<file path="config.mk">
export PLATFORM = sky130hd
export DESIGN_NAME = p2ht_cfg
export DESIGN_NICKNAME = d
export VERILOG_FILES = /design/src/hdl/p2ht_pkg.sv /design/src/hdl/p2ht_cfg.sv
export SDC_FILE = /design/constraint.sdc
export NUM_CORES = 1
export LEC_CHECK = 0
export ABC_CLOCK_PERIOD_IN_PS = 1140
export BUFFER_PORTS_ARGS = -buffer_cell sky130_fd_sc_hd__buf_2
export CORE_MARGIN = 2
export CORE_UTILIZATION = 42
export DETAILED_ROUTE_END_ITERATION = 16
export PLACE_DENSITY = 0.83
export SYNTH_ARGS = -nofsm -noshare
export SYNTH_HDL_FRONTEND = slang
export SYNTH_SLANG_ARGS = --single-unit
</file>
<file path="constraint.sdc">
create_clock -name clk -period 1.14 [get_ports clk]
set_input_delay 0.114 -clock clk [delete_from_list [all_inputs] [get_ports clk]]
set_output_delay 0.114 -clock clk [all_outputs]
set_load 0.005 [all_outputs]
</file>
<file path="src/hdl/p2ht_pkg.sv">
package p2ht_pkg;

  localparam int COORD_BITS = 24;
  localparam int ROW_BITS   = COORD_BITS + 1;
  localparam int REG_BITS   = 16;
  localparam int DEN_BITS   = REG_BITS + 1;
  localparam int MUL_BITS   = 2 * REG_BITS;
  localparam int PROD_BITS  = DEN_BITS + REG_BITS;
  localparam int SUM_BITS   = PROD_BITS + 1;
  localparam int IN_W       = ((2 * COORD_BITS + 7) / 8) * 8;
  localparam int OUT_W      = ((COORD_BITS + ROW_BITS + 7) / 8) * 8;
  localparam int ADDR_W     = 4;
  localparam int DATA_W     = 32;

  localparam logic [REG_BITS-1:0] HALF_WIDTH_RST = 16'd443;
  localparam logic [REG_BITS-1:0] ROW_HEIGHT_RST = 16'd384;
  localparam logic [REG_BITS-1:0] TILE_RISE_RST  = 16'd128;

  typedef enum logic [1:0] {
    REG_HALF_WIDTH = 2'd0,
    REG_ROW_HEIGHT = 2'd1,
    REG_TILE_RISE  = 2'd2
  } reg_idx_t;

  // effective geometry, zero divisors already forced to one
  typedef struct packed {
    logic [REG_BITS-1:0] half_width;
    logic [REG_BITS-1:0] row_height;
    logic [REG_BITS-1:0] tile_rise;
  } cfg_t;

  typedef struct packed {
    logic [ROW_BITS-1:0]   row;
    logic [COORD_BITS-1:0] col;
  } tile_t;

endpackage

</file>
<file path="src/hdl/p2ht_cfg.sv">
module p2ht_cfg (
  input  logic                       clk,
  input  logic                       rst_n,
  input  logic                       cfg_psel,
  input  logic                       cfg_penable,
  input  logic                       cfg_pwrite,
  input  logic [p2ht_pkg::ADDR_W-1:0] cfg_paddr,
  input  logic [p2ht_pkg::DATA_W-1:0] cfg_pwdata,
  output logic [p2ht_pkg::DATA_W-1:0] cfg_prdata,
  output logic                       cfg_pready,
  output p2ht_pkg::cfg_t             cfg
);
  import p2ht_pkg::*;

  logic [REG_BITS-1:0] half_width_r;
  logic [REG_BITS-1:0] row_height_r;
  logic [REG_BITS-1:0] tile_rise_r;
  reg_idx_t            idx;
  logic                wr;

  assign idx        = reg_idx_t'(cfg_paddr[3:2]);
  assign wr         = cfg_psel & cfg_penable & cfg_pwrite & cfg_pready;
  assign cfg_pready = 1'b1;

  always_ff @(posedge clk) begin
    if (!rst_n) begin
      half_width_r <= HALF_WIDTH_RST;
      row_height_r <= ROW_HEIGHT_RST;
      tile_rise_r  <= TILE_RISE_RST;
    end else if (wr) begin
      case (idx)
        REG_HALF_WIDTH: half_width_r <= cfg_pwdata[REG_BITS-1:0];
        REG_ROW_HEIGHT: row_height_r <= cfg_pwdata[REG_BITS-1:0];
        REG_TILE_RISE:  tile_rise_r  <= cfg_pwdata[REG_BITS-1:0];
        default: ;
      endcase
    end
  end

  always_comb begin
    case (idx)
      REG_HALF_WIDTH: cfg_prdata = DATA_W'(half_width_r);
      REG_ROW_HEIGHT: cfg_prdata = DATA_W'(row_height_r);
      REG_TILE_RISE:  cfg_prdata = DATA_W'(tile_rise_r);
      default:        cfg_prdata = '0;
    endcase
  end

  assign cfg.half_width = (half_width_r == '0) ? REG_BITS'(1) : half_width_r;
  assign cfg.row_height = (row_height_r == '0) ? REG_BITS'(1) : row_height_r;
  assign cfg.tile_rise  = tile_rise_r;

endmodule

</file>
==> flow_summary.json, run 1 <==
{
  "hpwl_um": 5280,
  "slew_violations": 0,
  "cts.clk_slew.worst_paths_ns": 0.09,
  "area_delta_synth_final_pct": 40.4,
  "hold_violations": 0,
  "synthCells": 298,
  "worst_slack_ns": -0.230,
  "viasPerCell": 5.07,
  "initial_core_util_pct": 43.1,
  "drt-pass1-iter-count": 4,
  "hp-class": "primary input to flop",
  "rows": 28,
  "die-area_mm2": 0.00664,
  "met3_usage_pct": 5.05,
  "clk_latency_ns": 0.30,
  "yosysTopAreaCellShare_pct": 38.1,
  "clockBufferDepth": 2,
  "grt_use_met2_pct": 41.3,
  "pin_count": 122,
  "wl_per_cell_um": 15.7,
  "place_congestion": 0.839,
  "fmax_mhz": 730,
  "yosysSeqAreaShare_pct": 38.1,
  "ant_nets": 0,
  "syn_area_per_cell_um2": 8.46,
  "p_per_area_mw_per_mm2": 908,
  "h-tree-depth": 2,
  "nets": 433,
  "antenna_cells": 0,
  "cts_tree": "done",
  "whs_ns": 0.0589,
  "combPwrFrac_pct": 13.7,
  "crit_required_ns": 1.03,
  "power_mw": 3.21,
  "clock-skew-final_ns": 0,
  "yosys-top-cells-count": "nand2_1 (69), mux2i_1 (59), dfxtp_1 (48)",
  "port_buffers": 86,
  "synth_flop_cell": "dfxtp_1",
  "ys_warn_count": 0,
  "failed_checks": "setup timing",
  "async_reset_ff_share_pct": 0,
  "gr-max-usage-layer": "met2",
  "synth_top_cell_by_area": "dfxtp_1",
  "startpoint_type": "flop",
  "p_seq_share_pct": 53.0,
  "drive_gt1_share_pct": 47.8,
  "antenna_found_initial": 0,
  "period_needed_ns": 1.37,
  "final_cell_count_no_fill": 468,
  "vias": 2374,
  "rsz0062_at_grt": "yes",
  "final_cell_area_mm2": 0.00354,
  "synth_area_mm2": 0.00252,
  "core_area_mm2": 0.00585,
  "final_util_pct": 60.5,
  "globalRouteTotalUtil_pct": 22.5,
  "grt_max_degree": 35,
  "switchingPower_uw": 839,
  "regToRegSetupSlack_ns": 0.27,
  "synth_area_leaders": "dfxtp_1 (38%), mux2i_1 (23%), nand2_1 (10%), clkbuf_1 (6.0%), buf_4 (5.7%)",
  "setup_viol": 13,
  "synth-seq-cells": 48,
  "finalCritPeriodShare_pct": 120,
  "synth_edf_count": 0,
  "cts_buffers": 5,
  "first_iter_violations": 127,
  "worst_setup_path_end_kind": "output pin",
  "fin_tns_setup_ns": -1.41,
  "cap_violations": 0,
  "cts_hold_buf": 0,
  "p_sw_share_pct": 26.1,
  "dp.cells": 447,
  "drcViolationCount": 0,
  "clock-root-buffer": "clkbuf_8",
  "worstPathArrival_ns": 1.26,
  "cts.sinks": 48,
  "pre_cts_ws_ns": -0.0261,
  "wl_um": 7350,
  "die_y_um": 81.5,
  "placed_cell_area_mm2": 0.00310,
  "grt.overflow.total": 0,
  "clkPwrFrac_pct": 33.3,
  "p_int_mw": 2.37,
  "leakage_nw": 1.79,
  "status": "finished with violations",
  "crit_fanout": 2,
  "grt_util_met1_pct": 25.6,
  "worst-setup-path-type": "flop to output pin",
  "synth.distinct_cells": 22,
  "die_x_um": 81.5,
  "ir_worst_vdd_v": 0.000606,
  "grt_pass1_wl_um": 11400,
  "grt_pass1_vias": 2373,
  "synth_most_common_cell": "nand2_1"
}
## final timing paths
path | endpoint | startpoint | depth (start not counted)
max reg2reg | row_height_r[7] | row_height_r[7] | 4
max | cfg[32] | half_width_r[4] | 3
min | tile_rise_r[8] | cfg_pwdata[8] | 3
min reg2reg | row_height_r[0] | row_height_r[0] | 2
## power by group through the flow
stage               combinational, mW  sequential [mW]  clock, mW
finish                          0.440             1.71       1.07
global route                    0.478             1.71       1.15
CTS                             0.419             1.72       1.08
detailed placement              0.399             1.76          0
global placement                0.391             1.76          0
floorplan                       0.246             1.76          0
## metal layers
| layer | up-vias | share of wire (%) |
|---|---|---|
| met3 | 6 | 5.7 |
| met5 | - | 0 |
| li1 | 1128 | - |
| met2 | 86 | 52 |
| met4 | 0 | 0.82 |
| met1 | 1154 | 41 |
## what timing repair did
item / CTS / global route
setup buffers: 8 / 5
pin swaps: 11 / 10
endpoints found under the hold margin: 0 / 0
endpoints found under the setup margin: 18 / 23
resized for setup: 69 / 26
## cells by family (layout without fill, tap and decap cells)
logic type / Yosys count / after routing / synth area share, %
muxes: 59 / 59 / 23.4
AOI/OAI and AO/OA: 28 / 28 / 6.95
other: 2 / 17 / 0.298
and+or+nand+nor: 90 / 90 / 16.4
buffers and inverters: 71 / 151 / 14.8
DFF: 48 / 48 / 38.1
## final cells by class
cell class              count  area (µm²)
multi-input cells         194        1340
well taps                  75        93.8
repair buffers            138         977
clock buffers               6        82.6
inverters                   5        18.8
flip-flops and latches     48        1020
fillers                   505        2310
clock inverters             2        10.0
## layout by cell type, fill, tap and decap left out, types with 5 or more instances in the layout
cell	n
buf_4	28
conb_1	17
buf_2	81
buf_6	25
clkbuf_8	6
dfxtp_1	18
dfxtp_4	10
mux2i_1	57
nand2_1	69
dfxtp_2	20
nor2b_1	7
o31ai_1	5
o211ai_1	5
o21ai_1	16
inv_1	5
## critical path, cell delays in order (launching register included)
cell and delay (ns):
dfxtp_2 0.35, nor4_4 0.29, a41o_1 0.19, buf_2 0.12
## state kept, by name, summed over array words and instances (netlist names)
register	count
row_height_r	16
tile_rise_r	16
half_width_r	16
Note: power is estimated with default switching activity, not from simulation.
==> inputs of run 2 (changes only) <==
--- a/config.mk
+++ b/config.mk
@@ -5,12 +5,14 @@
 export SDC_FILE = /design/constraint.sdc
 export NUM_CORES = 1
 export LEC_CHECK = 0
+export ABC_AREA = 1
 export ABC_CLOCK_PERIOD_IN_PS = 1140
 export BUFFER_PORTS_ARGS = -buffer_cell sky130_fd_sc_hd__buf_2
 export CORE_MARGIN = 2
 export CORE_UTILIZATION = 42
+export CTS_BUF_LIST = sky130_fd_sc_hd__clkbuf_4 sky130_fd_sc_hd__clkbuf_8 sky130_fd_sc_hd__clkbuf_16
 export DETAILED_ROUTE_END_ITERATION = 16
-export PLACE_DENSITY = 0.83
+export PLACE_DENSITY = 0.82
 export SYNTH_ARGS = -nofsm -noshare
 export SYNTH_HDL_FRONTEND = slang
 export SYNTH_SLANG_ARGS = --single-unit
==> flow_summary.json, run 2 <==
{
  "status": "finished with violations",
  "failed_checks": "setup timing",
  "first_iter_violations": 160,
  "synth_edf_count": 0,
  "grt_pass1_wl_um": 11200,
  "cts.clk_slew.worst_paths_ns": 0.10,
  "worst_slack_ns": -0.203,
  "hpwl_um": 5130,
  "cts.sinks": 48,
  "die-area_mm2": 0.00682,
  "path_cells": "nor2_2 > nand2_1 > nor2_1 > nand2_1 > nand2_1 > buf_2",
  "nets": 535,
  "yosysSeqAreaShare_pct": 37.0,
  "clock-root-buffer": "clkbuf_8",
  "grt_pass1_vias": 2407,
  "globalRouteTotalUtil_pct": 21.4,
  "antenna_cells": 0,
  "synth_area_mm2": 0.00259,
  "layout_common_cells": "nand2_1 (114), nor2_1 (89), buf_2 (85), nand3_1 (57), dfxtp_2 (26)",
  "ys_warn_count": 0,
  "viasPerCell": 4.83,
  "initial_core_util_pct": 43.6,
  "place_congestion": 0.866,
  "h-tree-depth": 2,
  "crit_required_ns": 1.03,
  "worst_setup_path_end_kind": "output pin",
  "setup_viol": 3,
  "async_reset_ff_share_pct": 0,
  "grt.overflow.total": 0,
  "crit_top_cell": "nand2_1",
  "grt_max_degree": 49,
  "worst-setup-path-type": "flop to output pin",
  "synth_area_leaders": "dfxtp_1 (37%), nand2_1 (18%), nor2_1 (14%), nand3_1 (12%), buf_4 (5.8%)",
  "fmax_mhz": 745,
  "final_cell_area_mm2": 0.00333,
  "core_area_mm2": 0.00596,
  "wl_um": 7170,
  "worst_path_largest_cell_delay_ns": 0.34,
  "cp_slowest_cell": "dfxtp_2",
  "drt-pass1-iter-count": 4,
  "rsz0062_at_grt": "yes",
  "synth_top_cell_by_area": "dfxtp_1",
  "p_per_area_mw_per_mm2": 1050,
  "synthCells": 428,
  "vias": 2751,
  "area_delta_synth_final_pct": 28.4,
  "largest_registers": "half_width_r x16, row_height_r x16, tile_rise_r x16",
  "crit_fanout": 2,
  "slew_violations": 0,
  "port_buffers": 86,
  "synth-seq-cells": 48,
  "drcViolationCount": 0,
  "placed_cell_area_mm2": 0.00301,
  "layout_commonest_cell": "nand2_1",
  "syn_area_per_cell_um2": 6.06,
  "ir_worst_vdd_v": 0.000547,
  "worstPathArrival_ns": 1.23,
  "hp-class": "primary input to flop",
  "startpoint_type": "flop",
  "ant_nets": 0,
  "synth.distinct_cells": 15,
  "cts_hold_buf": 0,
  "die_y_um": 82.6,
  "period_needed_ns": 1.34,
  "die_x_um": 82.6,
  "cap_violations": 0,
  "drive_gt1_share_pct": 35.2,
  "leakage_nw": 1.76,
  "cts_buffers": 5,
  "pre_cts_ws_ns": 0.0108,
  "rows": 28,
  "synth_flop_cell": "dfxtp_1",
  "clk_latency_ns": 0.30,
  "yosys-top-cells-count": "nand2_1 (122), nor2_1 (99), nand3_1 (63)",
  "yosysTopAreaCellShare_pct": 37.0,
  "clock-skew-final_ns": 0,
  "cts_tree": "done",
  "synth_most_common_cell": "nand2_1",
  "finalCritPeriodShare_pct": 118,
  "clockBufferDepth": 2,
  "hold_violations": 0,
  "antenna_found_initial": 0,
  "wl_per_cell_um": 12.6,
  "pin_count": 122
}
==> run 2: per-layer routing <==
layer | track usage, % | share of wire, % | vias up | wire (µm)
met3 | 4.46 | 7.4 | 9 | 531
met2 | 36.4 | 49 | 108 | 3490
met4 | 5.57 | 1.0 | 0 | 74
met5 | 0 | 0 | - | 0
li1 | - | - | 1393 | -
met1 | 27.5 | 43 | 1241 | 3070
==> run 2: timing repair <==
| action | 4_1_cts | 5_1_grt |
|---|---|---|
| pin swaps | 3 | 10 |
| gates resized for setup | 17 | 44 |
| setup endpoints to repair | 4 | 12 |
| buffers inserted | 4 | 3 |
==> run 2: path summary, 6_finish.rpt <==
| kind | from | endpoint | slack (ns) | cells past startpoint |
|---|---|---|---|---|
| max | row_height_r[7] | cfg[16] | -0.20 | 6 |
| max reg2reg | half_width_r[10] | half_width_r[10] | 0.44 | 3 |
| min | cfg_pwdata[5] | half_width_r[5] | 0.03 | 3 |
| min reg2reg | half_width_r[7] | half_width_r[7] | 0.50 | 2 |
==> run 2: worst max-delay path, delay by kind of cell, from the launching register on <==
kind | cells | cell delay, ns
DFF | 1 | 0.34
and+or+nand+nor | 5 | 0.46
buffers and inverters | 1 | 0.12
==> run 2: logic make-up after synthesis <==
kind of cell	Yosys count	synth area share [%]
compound gates	2	0.482
buf+inv	87	16.2
flops	48	37.0
other cells	2	0.289
simple gates	289	46.0
==> run 2: layout make-up <==
class,count,area [µm²]
fillers,581,2620
flip-flops and latches,48,993
clock buffers,5,68.8
clock inverters,3,42.5
well taps,75,93.8
inverters,20,75.1
repair buffers,111,703
multi-input cells,308,1360
==> run 2: through the flow <==
step	setup TNS, ns	total power [mW]	std cells	utilization, %	hold WS (ns)
2_1_floorplan	0	2.09	443	-	0.240
3_3_place_gp	0	2.23	555	50.6	0.346
3_5_place_dp	0	2.24	555	50.6	0.348
4_1_cts	-0.366	3.46	567	53.5	0.0284
5_1_grt	-0.664	3.62	570	56.0	0.0429
6_report	-0.377	3.49	570	56.0	0.0304
==> run 2: report_power, final <==
| group | switching, mW | internal [mW] |
|---|---|---|
| Combinational | 0.292 | 0.198 |
| Clock | 0.596 | 0.650 |
| Sequential | 0.0343 | 1.72 |
| Total | 0.922 | 2.56 |
==> inputs of run 3 (changes only) <==
--- a/config.mk
+++ b/config.mk
@@ -8,11 +8,13 @@
 export ABC_AREA = 1
 export ABC_CLOCK_PERIOD_IN_PS = 1140
 export BUFFER_PORTS_ARGS = -buffer_cell sky130_fd_sc_hd__buf_2
+export CORE_ASPECT_RATIO = 1.4
 export CORE_MARGIN = 2
 export CORE_UTILIZATION = 42
 export CTS_BUF_LIST = sky130_fd_sc_hd__clkbuf_4 sky130_fd_sc_hd__clkbuf_8 sky130_fd_sc_hd__clkbuf_16
 export DETAILED_ROUTE_END_ITERATION = 16
 export PLACE_DENSITY = 0.82
+export SKIP_CTS_REPAIR_TIMING = 1
 export SYNTH_ARGS = -nofsm -noshare
 export SYNTH_HDL_FRONTEND = slang
 export SYNTH_SLANG_ARGS = --single-unit
==> flow_summary.json, run 3 (same netlist as run 2, synthesis figures left out) <==
{
  "status": "finished with violations",
  "failed_checks": "setup timing",
  "layout_common_cells": "nand2_1 (116), nor2_1 (87), buf_2 (86), nand3_1 (60), dfxtp_1 (23)",
  "final_cell_area_mm2": 0.00328,
  "die_x_um": 70.4,
  "met3_usage_pct": 3.13,
  "nets": 532,
  "die-area_mm2": 0.00683,
  "final_cell_count_no_fill": 562,
  "regArea_mm2": 0.00101,
  "clk_latency_ns": 0.30,
  "fin_tns_setup_ns": -0.356,
  "r2r-end": "half_width_r[9]",
  "grt_max_degree": 49,
  "crit_required_ns": 1.03,
  "dp.cells": 550,
  "fmax_mhz": 756,
  "leakage_nw": 1.69,
  "cts.clk_slew.worst_paths_ns": 0.09,
  "drcViolationCount": 0,
  "clock-skew-final_ns": 0,
  "core_area_mm2": 0.00590,
  "path_cells": "nor2_4 > nand2_2 > nor2_2 > nand2_1 > nand2_1 > buf_2",
  "ir_worst_vdd_v": 0.000562,
  "crit_top_cell": "nand2_1",
  "hold_violations": 0,
  "worst-setup-path-type": "flop to output pin",
  "cts.sinks": 48,
  "ant_nets": 0,
  "r2r-start": "half_width_r[9]",
  "pin_count": 122,
  "initial_core_util_pct": 43.9,
  "cp_slowest_cell": "dfxtp_4",
  "finalCritPeriodShare_pct": 116,
  "cp_num_buf_inv": 1,
  "area_delta_synth_final_pct": 26.3,
  "final_util_pct": 55.5,
  "h-tree-depth": 2,
  "hpwl_um": 5430,
  "regToRegSetupSlack_ns": 0.39,
  "drt-pass1-iter-count": 4,
  "rows": 33,
  "power_mw": 3.27,
  "hold_end": "half_width_r[5]",
  "clockBufferDepth": 2,
  "grt.overflow.total": 0,
  "r2r_cells": 3,
  "globalRouteTotalUtil_pct": 21.2,
  "worst_path_largest_cell_delay_ns": 0.37,
  "hp-start": "cfg_pwdata[5]",
  "wl_um": 7360,
  "startpoint_type": "flop",
  "min_delay_path_depth": 3,
  "cap_violations": 0,
  "place_congestion": 0.887,
  "antenna_cells": 0,
  "cts_tree": "done",
  "n_fill_cell": 590,
  "die_y_um": 97.0,
  "p_per_area_mw_per_mm2": 998,
  "clock-root-buffer": "clkbuf_8",
  "vias": 2728,
  "multi_input_area_mm2": 0.00136,
  "worst_setup_path_end_kind": "output pin",
  "setup_viol": 3,
  "rsz0062_at_grt": "yes",
  "largest_registers": "half_width_r x16, row_height_r x16, tile_rise_r x16",
  "hp-class": "primary input to flop",
  "worst_slack_ns": -0.183,
  "port_buffers": 86,
  "critPathTopFamily": "simple AND/OR/NAND/NOR gates",
  "layout_commonest_cell": "nand2_1",
  "worstPathArrival_ns": 1.21,
  "whs_ns": 0.0539,
  "crit_fanout": 3,
  "grt_util_met1_pct": 23.4,
  "slew_violations": 0,
  "antenna_found_initial": 0,
  "cts_buffers": 5,
  "first_iter_violations": 241,
  "grt_pass1_wl_um": 11600,
  "grt_pass1_vias": 2454,
  "drive_gt1_share_pct": 34.1,
  "grt_use_met2_pct": 38.5,
  "viasPerCell": 4.85,
  "period_needed_ns": 1.32,
  "wl_per_cell_um": 13.1,
  "gr-max-usage-layer": "met2",
  "pre_cts_ws_ns": 0.0690,
  "placed_cell_area_mm2": 0.00301
}
## run 3: area by class of cell
class	instances	share of cell area [%]
clock inverters	3	0.725
inverters	20	2.29
multi-input cells	308	41.4
well taps	70	2.67
flip-flops and latches	48	30.7
clock buffers	5	2.10
repair buffers	108	20.1
## run 3: where the power goes
group	internal, mW	switching, mW
clock network	0.435	0.610
registers	1.70	0.0405
logic	0.195	0.287
## run 3: per-layer routing
| layer | part of all wire [%] | vias to the layer above |
|---|---|---|
| met5 | 0 | - |
| met4 | 3.5 | 0 |
| met3 | 5.2 | 19 |
| met2 | 55 | 108 |
| met1 | 37 | 1221 |
| li1 | - | 1380 |
## run 3: worst max path at each step
stage | startpoint | end | slack, ns | depth (start not counted)
global placement | cfg_paddr[3] | cfg_prdata[4] | 0.08 | 6
finish | half_width_r[10] | cfg[32] | -0.18 | 6
detailed placement | cfg_paddr[2] | cfg_prdata[4] | 0.07 | 7
global route | row_height_r[8] | cfg[16] | -0.23 | 6
CTS | row_height_r[7] | cfg[16] | -0.23 | 6
floorplan | cfg_psel | half_width_r[0] | 0.26 | 6
## run 3: worst min-delay path, cell delays in order
cell and delay [ns]:
buf_2 0.10, nand2_1 0.05, nand3_1 0.06
